$ cat src/rtl/core/lgs_pkg.sv
// Shared types, constants and helpers of the Life generation stream unit.
// No dependencies; used by every module in rtl/core.
`timescale 1ns / 1ps

package lgs_pkg;

	// configuration port
	localparam int CFG_W     = 12;
	localparam int CFG_IDX_W = 1;

	localparam logic [CFG_IDX_W-1:0] REG_GRID_COLUMNS = 1'd0;
	localparam logic [CFG_IDX_W-1:0] REG_GRID_ROWS    = 1'd1;

	localparam int RESET_COLUMNS = 1920;
	localparam int RESET_ROWS    = 1080;

	localparam int DEF_MAX_COLUMNS = 2048;
	localparam int DEF_MAX_ROWS    = 2048;

	// stream widths
	localparam int TDATA_W = 8;

	// B3/S23 neighbor counts
	localparam logic [3:0] SURVIVE_COUNT = 4'd2;
	localparam logic [3:0] BIRTH_COUNT   = 4'd3;

	// one line store entry: the cell of the row above and of the row two above
	typedef struct packed {
		logic above;
		logic two_above;
	} store_word_t;

	// dimension clamped to [3, hi], returned minus one
	function automatic int dim_limit_m1(input int v, input int hi);
		int r;
		if (v < 3)
			r = 2;
		else if (v > hi)
			r = hi - 1;
		else
			r = v - 1;
		return r;
	endfunction

	// next state of a cell from its state and its live neighbor count
	function automatic logic life_rule(input logic centre, input logic [3:0] around);
		return (around == BIRTH_COUNT) || (centre && (around == SURVIVE_COUNT));
	endfunction

endpackage

$ cat src/rtl/core/lgs_line_store.sv
// Line store of the two rows above the current one, one entry per column,
// with a registered read and forwarding of a same-address write. Depends on lgs_pkg.
`timescale 1ns / 1ps

module lgs_line_store #(
	parameter int DEPTH = lgs_pkg::DEF_MAX_COLUMNS
) (
	input  logic                     clk,
	input  logic                     arst_n,
	input  logic                     rd_en,
	input  logic [$clog2(DEPTH)-1:0] rd_addr,
	output lgs_pkg::store_word_t     rd_data,
	input  logic                     wr_en,
	input  logic [$clog2(DEPTH)-1:0] wr_addr,
	input  lgs_pkg::store_word_t     wr_data
);
	import lgs_pkg::*;

	store_word_t mem [DEPTH];
	store_word_t rd_q;
	store_word_t fwd_q;
	logic        byp_q;

	// memory port: one write, one registered read
	always_ff @(posedge clk) begin
		if (wr_en) begin
			mem[wr_addr] <= wr_data;
		end
		if (rd_en) begin
			rd_q  <= mem[rd_addr];
			fwd_q <= wr_data;
		end
	end

	// read of the entry being written in the same cycle takes the new word
	always_ff @(posedge clk or negedge arst_n) begin
		if (!arst_n) begin
			byp_q <= 1'b0;
		end else if (rd_en) begin
			byp_q <= wr_en && (wr_addr == rd_addr);
		end
	end

	assign rd_data = byp_q ? fwd_q : rd_q;

endmodule

$ cat config.mk
export PLATFORM = sky130hd
export DESIGN_NAME = lgs_line_store
export DESIGN_NICKNAME = d
export VERILOG_FILES = /design/src/rtl/core/lgs_pkg.sv /design/src/rtl/core/lgs_line_store.sv
export SDC_FILE = /design/constraint.sdc
export NUM_CORES = 2
export LEC_CHECK = 0
export BUFFER_PORTS_ARGS = -buffer_cell sky130_fd_sc_hd__clkbuf_2
export CAP_MARGIN = 20
export CORE_AREA = 4 4 600 602
export DETAILED_ROUTE_END_ITERATION = 8
export DIE_AREA = 0 0 604 606
export PLACE_DENSITY_LB_ADDON = 0.08
export SLEW_MARGIN = 20
export SYNTH_ARGS = -nofsm -noshare
export SYNTH_HDL_FRONTEND = slang
export SYNTH_SLANG_ARGS = --single-unit
$ cat constraint.sdc
create_clock -name clk -period 2.7 [get_ports clk]
set_input_delay 0.27 -clock clk [delete_from_list [all_inputs] [get_ports clk]]
set_output_delay 0.27 -clock clk [all_outputs]
set_load 0.02 [all_outputs]
Word-level counts from Yosys, hierarchy flattened
Memories as Yosys holds them, arrays and structs flattened. A register that Yosys moved wholly into a read port is not among the register bits.
Index checks and enable logic that the tools add are counted.

operators by class
  shift operators = 0
  order comparisons = 0
  $mul = 0
  reduce and logical (&&, ||, !) cells = 1
  divide/modulo/power cells = 0
  mux-type cells = 3
  eq/ne operators = 1
  bitwise logic cells = 0
  $add $sub $neg = 0

operators by type and width
  operator             count
  $eq A11 B11 Y1       1
  $mux W1              2
  $mux W2              1
  $logic_and A1 B1 Y1  1

word-level totals
  word-level logic and storage cells = 9
  bits of input ports = 28
  memory bits (read-only) = 0
  flip-flop bits (word level) = 3
  memories = 1
  bits in latches = 0
  bits in writable memories = 4,096
  output and inout bits = 2

memories
  memory  words  bits a word  rd ports  clocked after Yosys merged registers in  wr ports  line                  RTL
  mem     2,048  2            1         1                                        1         lgs_line_store.sv:19  store_word_t mem [DEPTH];

Depth between registers and ports, before layout
  word-level depth = 2
  depth in mapped cells = 14
  mapped depth without buffers = 8

Worst setup path after synthesis
Ideal clock, no wire load.

  path type = input port to flip-flop
  start = input rd_addr[0]
  end = register rd_q[0] (netlist name)
  path slack = 0.266 ns
  arrival time = 2.166 ns
  data required time = 2.432 ns
  stages = 10
  path buffers = 4
  library setup time = 0.268 ns
  cells stage by stage = buf_6 > buf_12 > buf_12 > buf_12 > mux4_1 > o32ai_1 > nor4_1 > a311o_2 > nand4_1 > nand4_1

RTL lines
  item             line                  RTL
  start, declared  lgs_line_store.sv:11  input logic [$clog2(DEPTH)-1:0] rd_addr,

==> results.md <==
- Worst vdd ir: 0.6044 mV
- Synthesis warning total: 0
- Nature of the critical path startpoint: input port
- Synth area leader: edfxtp_1
- Sequential area share after synthesis: 0.7257
- Max FO, Critical Path: 10
- Syn-to-layout area delta: 16.69%
- DR DRC count: 0
- RSZ-0062 raised after global routing: true
- Pre-Repair DR Iteration Count: 6
- HPWL after DPL: 342.9 mm
- Skew final: 0.05964 ns
- R2R depth: 9
- Gr usage total: 0.2979
- Fillers: 27940
- Non-filler cells, final: 16130
- GPL Wtd Cong: 0.8931
- Max frequency: 373.0 MHz
- Wirelength, routed: 551.8 mm
- R2r setup slk: 0.04 ns
- Worst-path clk slew: 0.06 ns
- IO Pins: 30
- Vias in the first global route: 101200
- Pre-CTS setup slack: -1.686 ns
- Flops & latches, synth: 4101
- Outcome: complete, no violations
- Cell Pwr Density: 699.5 nW/µm²
- Total CTS buffers: 437
- Initial antenna violation count: 46
- Largest net degree at the start of global routing: 167
- FF-to-FF End: rd_q[1]
- Top_reg_cell synth: edfxtp_1
- Multi-input logic area: 42040 µm²
- Relative slew slack: 0.3438
- MaxCap Viol Count: 0
- Most common cell after layout, fill and taps aside: edfxtp_1
- Syn Std Cell Area: 169700 µm²
- Critical path data arrival time: 3.43 ns
- Design Area, Final: 198000 µm²
- Drt wl/cell: 34.20 µm
- I/O Buffers: 29
- Initial Util: 0.4782
- Leak: 63.70 nW
- NumNets Final: 11030
- CP endpoint: rd_q[0]
- Die height: 606 µm
- Core box area: 354800 µm²
- Die Area: 366000 µm²
- Hold WS: 0.08992 ns
- Worst-case clock buffer depth: 4
- Synth top area share: 0.7256
- CP Data Required Time: 3.45 ns
- Yosys cell types: 82
- Sink Count: 4101
- Syn_nets: 10190
- DR vias: 100700
- Hold Path Class: in2reg
- CTS tree: yes
- Highest-count cells in the layout ignoring fill and taps: 4100 x edfxtp_1, 2178 x nor2_1, 992 x buf_4
- Placed insts: 15310
- Worst r2r src: mem[799][1]
- Crit end category: register
- Post-synthesis average cell area: 16.70 µm²
- Share of layout cells above drive strength 1: 0.2265
- Root Buffer Master: clkbuf_16
- FP Rows: 219
- Number of synthesized flops with an enable pin: 4100
- Final worst slack: 0.01893 ns
- Die Width: 604 µm
- Setup violations, final: 0
- Final hold vios: 0
- Synthesized instance count: 10160
- Dpl cell area: 183200 µm²
- Vias per inst: 6.244
- First-pass GRT wire length: 771.2 mm
- WS Path Type: in2reg
- Fin crit period: 2.681 ns
- Synth area leaders: edfxtp_1 73%, mux4_2 7.3%, nor2_1 4.8%
- Setup crit start: rd_addr[7]
- Worst-Margin Slew: 0.9843 ns
- Ys async rst share: 0.0002438
- Overflow after GRT: 0
- Slew Limit Fails: 0
- Fin crit share: 0.9930
- Final Power: 138.5 mW
- DR iter-0 viols: 13480
- H-tree levels: 5
- Reg area: 123100 µm²
- Final ANT Viol Nets: 0
- Worst-skew pair later-pin latency: 1.00 ns
[registers in the layout, indices dropped and copies added, names as in the netlist]
name	count
fwd_q	2
mem	4096
byp_q	1
rd_q	2
[through the flow]
stage | utilization | setup TNS (ns)
finish | 0.5580 | 0
floorplan | - | 0
CTS | 0.5575 | 0
global placement | 0.5163 | -3.185
global route | 0.5579 | -0.01360
detailed placement | 0.5164 | -3.144
[cells in the mapped netlist, types with 15 or more instances]
master     instances
o221ai_1         264
nand4_1           31
a22oi_1           18
mux4_1            97
nor3_1           148
buf_12            36
nor4_1            60
o21ai_0           96
o31ai_1           17
clkbuf_1         449
a2111oi_0         17
a21oi_1          127
a211oi_1          44
or3_1             45
buf_4             24
buf_8             56
and3_1            15
nand2_1          214
mux4_2           553
mux2i_1          803
buf_1            106
edfxtp_1        4100
a31oi_1           17
o22ai_1          183
buf_2            109
nor2_1          2179
o32ai_1           17
buf_6             65
nand3_1           71
[what timing repair did]
action	in CTS	in global routing
hold endpoints to repair	527	0
pin swaps	0	8
setup endpoints to repair	2	2
buffers inserted	0	1
hold buffers	7	0
resized for setup	26	23
[power by group]
group	switching [mW]	total, mW	internal [mW]
sequential	0.0192	70.1	70.0
combinational	4.94	7.83	2.89
clock	25.4	60.6	35.2
total	30.3	139	108
[area by class of cell]
| cell class | count | area share |
|---|---|---|
| Antenna cell | 7 | 0.00008847 |
| Clock buffer | 512 | 0.05719 |
| Clock inverter | 300 | 0.01556 |
| Inverter | 8 | 0.0002149 |
| Multi-Input combinational cell | 5194 | 0.2123 |
| Sequential cell | 4101 | 0.6219 |
| Tap cell | 4751 | 0.03002 |
| Timing Repair Buffer | 1261 | 0.06267 |
[critical path: stages]
cell and delay, ns:
clkbuf_2 0.38, buf_4 0.23, nor2b_1 0.51, nand3_1 0.29, buf_12 0.24, buf_4 0.17
nor3_1 0.49, a2111oi_4 0.11, nand3_1 0.15, nor4_2 0.07, buf_4 0.18, nand4_1 0.19
nand4_1 0.10
[per-layer routing]
metal	track usage	part of all wire
met2	0.4809	0.48
met4	0.09756	0.038
met5	0	0.00011
met1	0.4136	0.39
met3	0.05228	0.092
[kinds of logic after synthesis]
group	Yosys count	synth area share
AND/OR/NAND/NOR	2843	0.06861
buffers and inverters	866	0.03120
flip-flops	4101	0.7257
multiplexers	1460	0.1363
XOR/XNOR	11	0.0005678
AO/OA/AOI/OAI	880	0.03764
[worst min-delay path by stage]
stage | startpoint | to | slack, ns | depth (start not counted)
after detailed placement | arst_n | byp_q | 0.09 | 1
final | wr_en | mem[1708][1] | 0.09 | 3
after global placement | arst_n | byp_q | 0.09 | 1
after global routing | wr_addr[0] | mem[1374][0] | 0.05 | 5
after CTS | wr_addr[0] | mem[1374][1] | 0.01 | 5
after floorplan | arst_n | byp_q | -0.03 | 0
(Power assumes the default switching activity.)
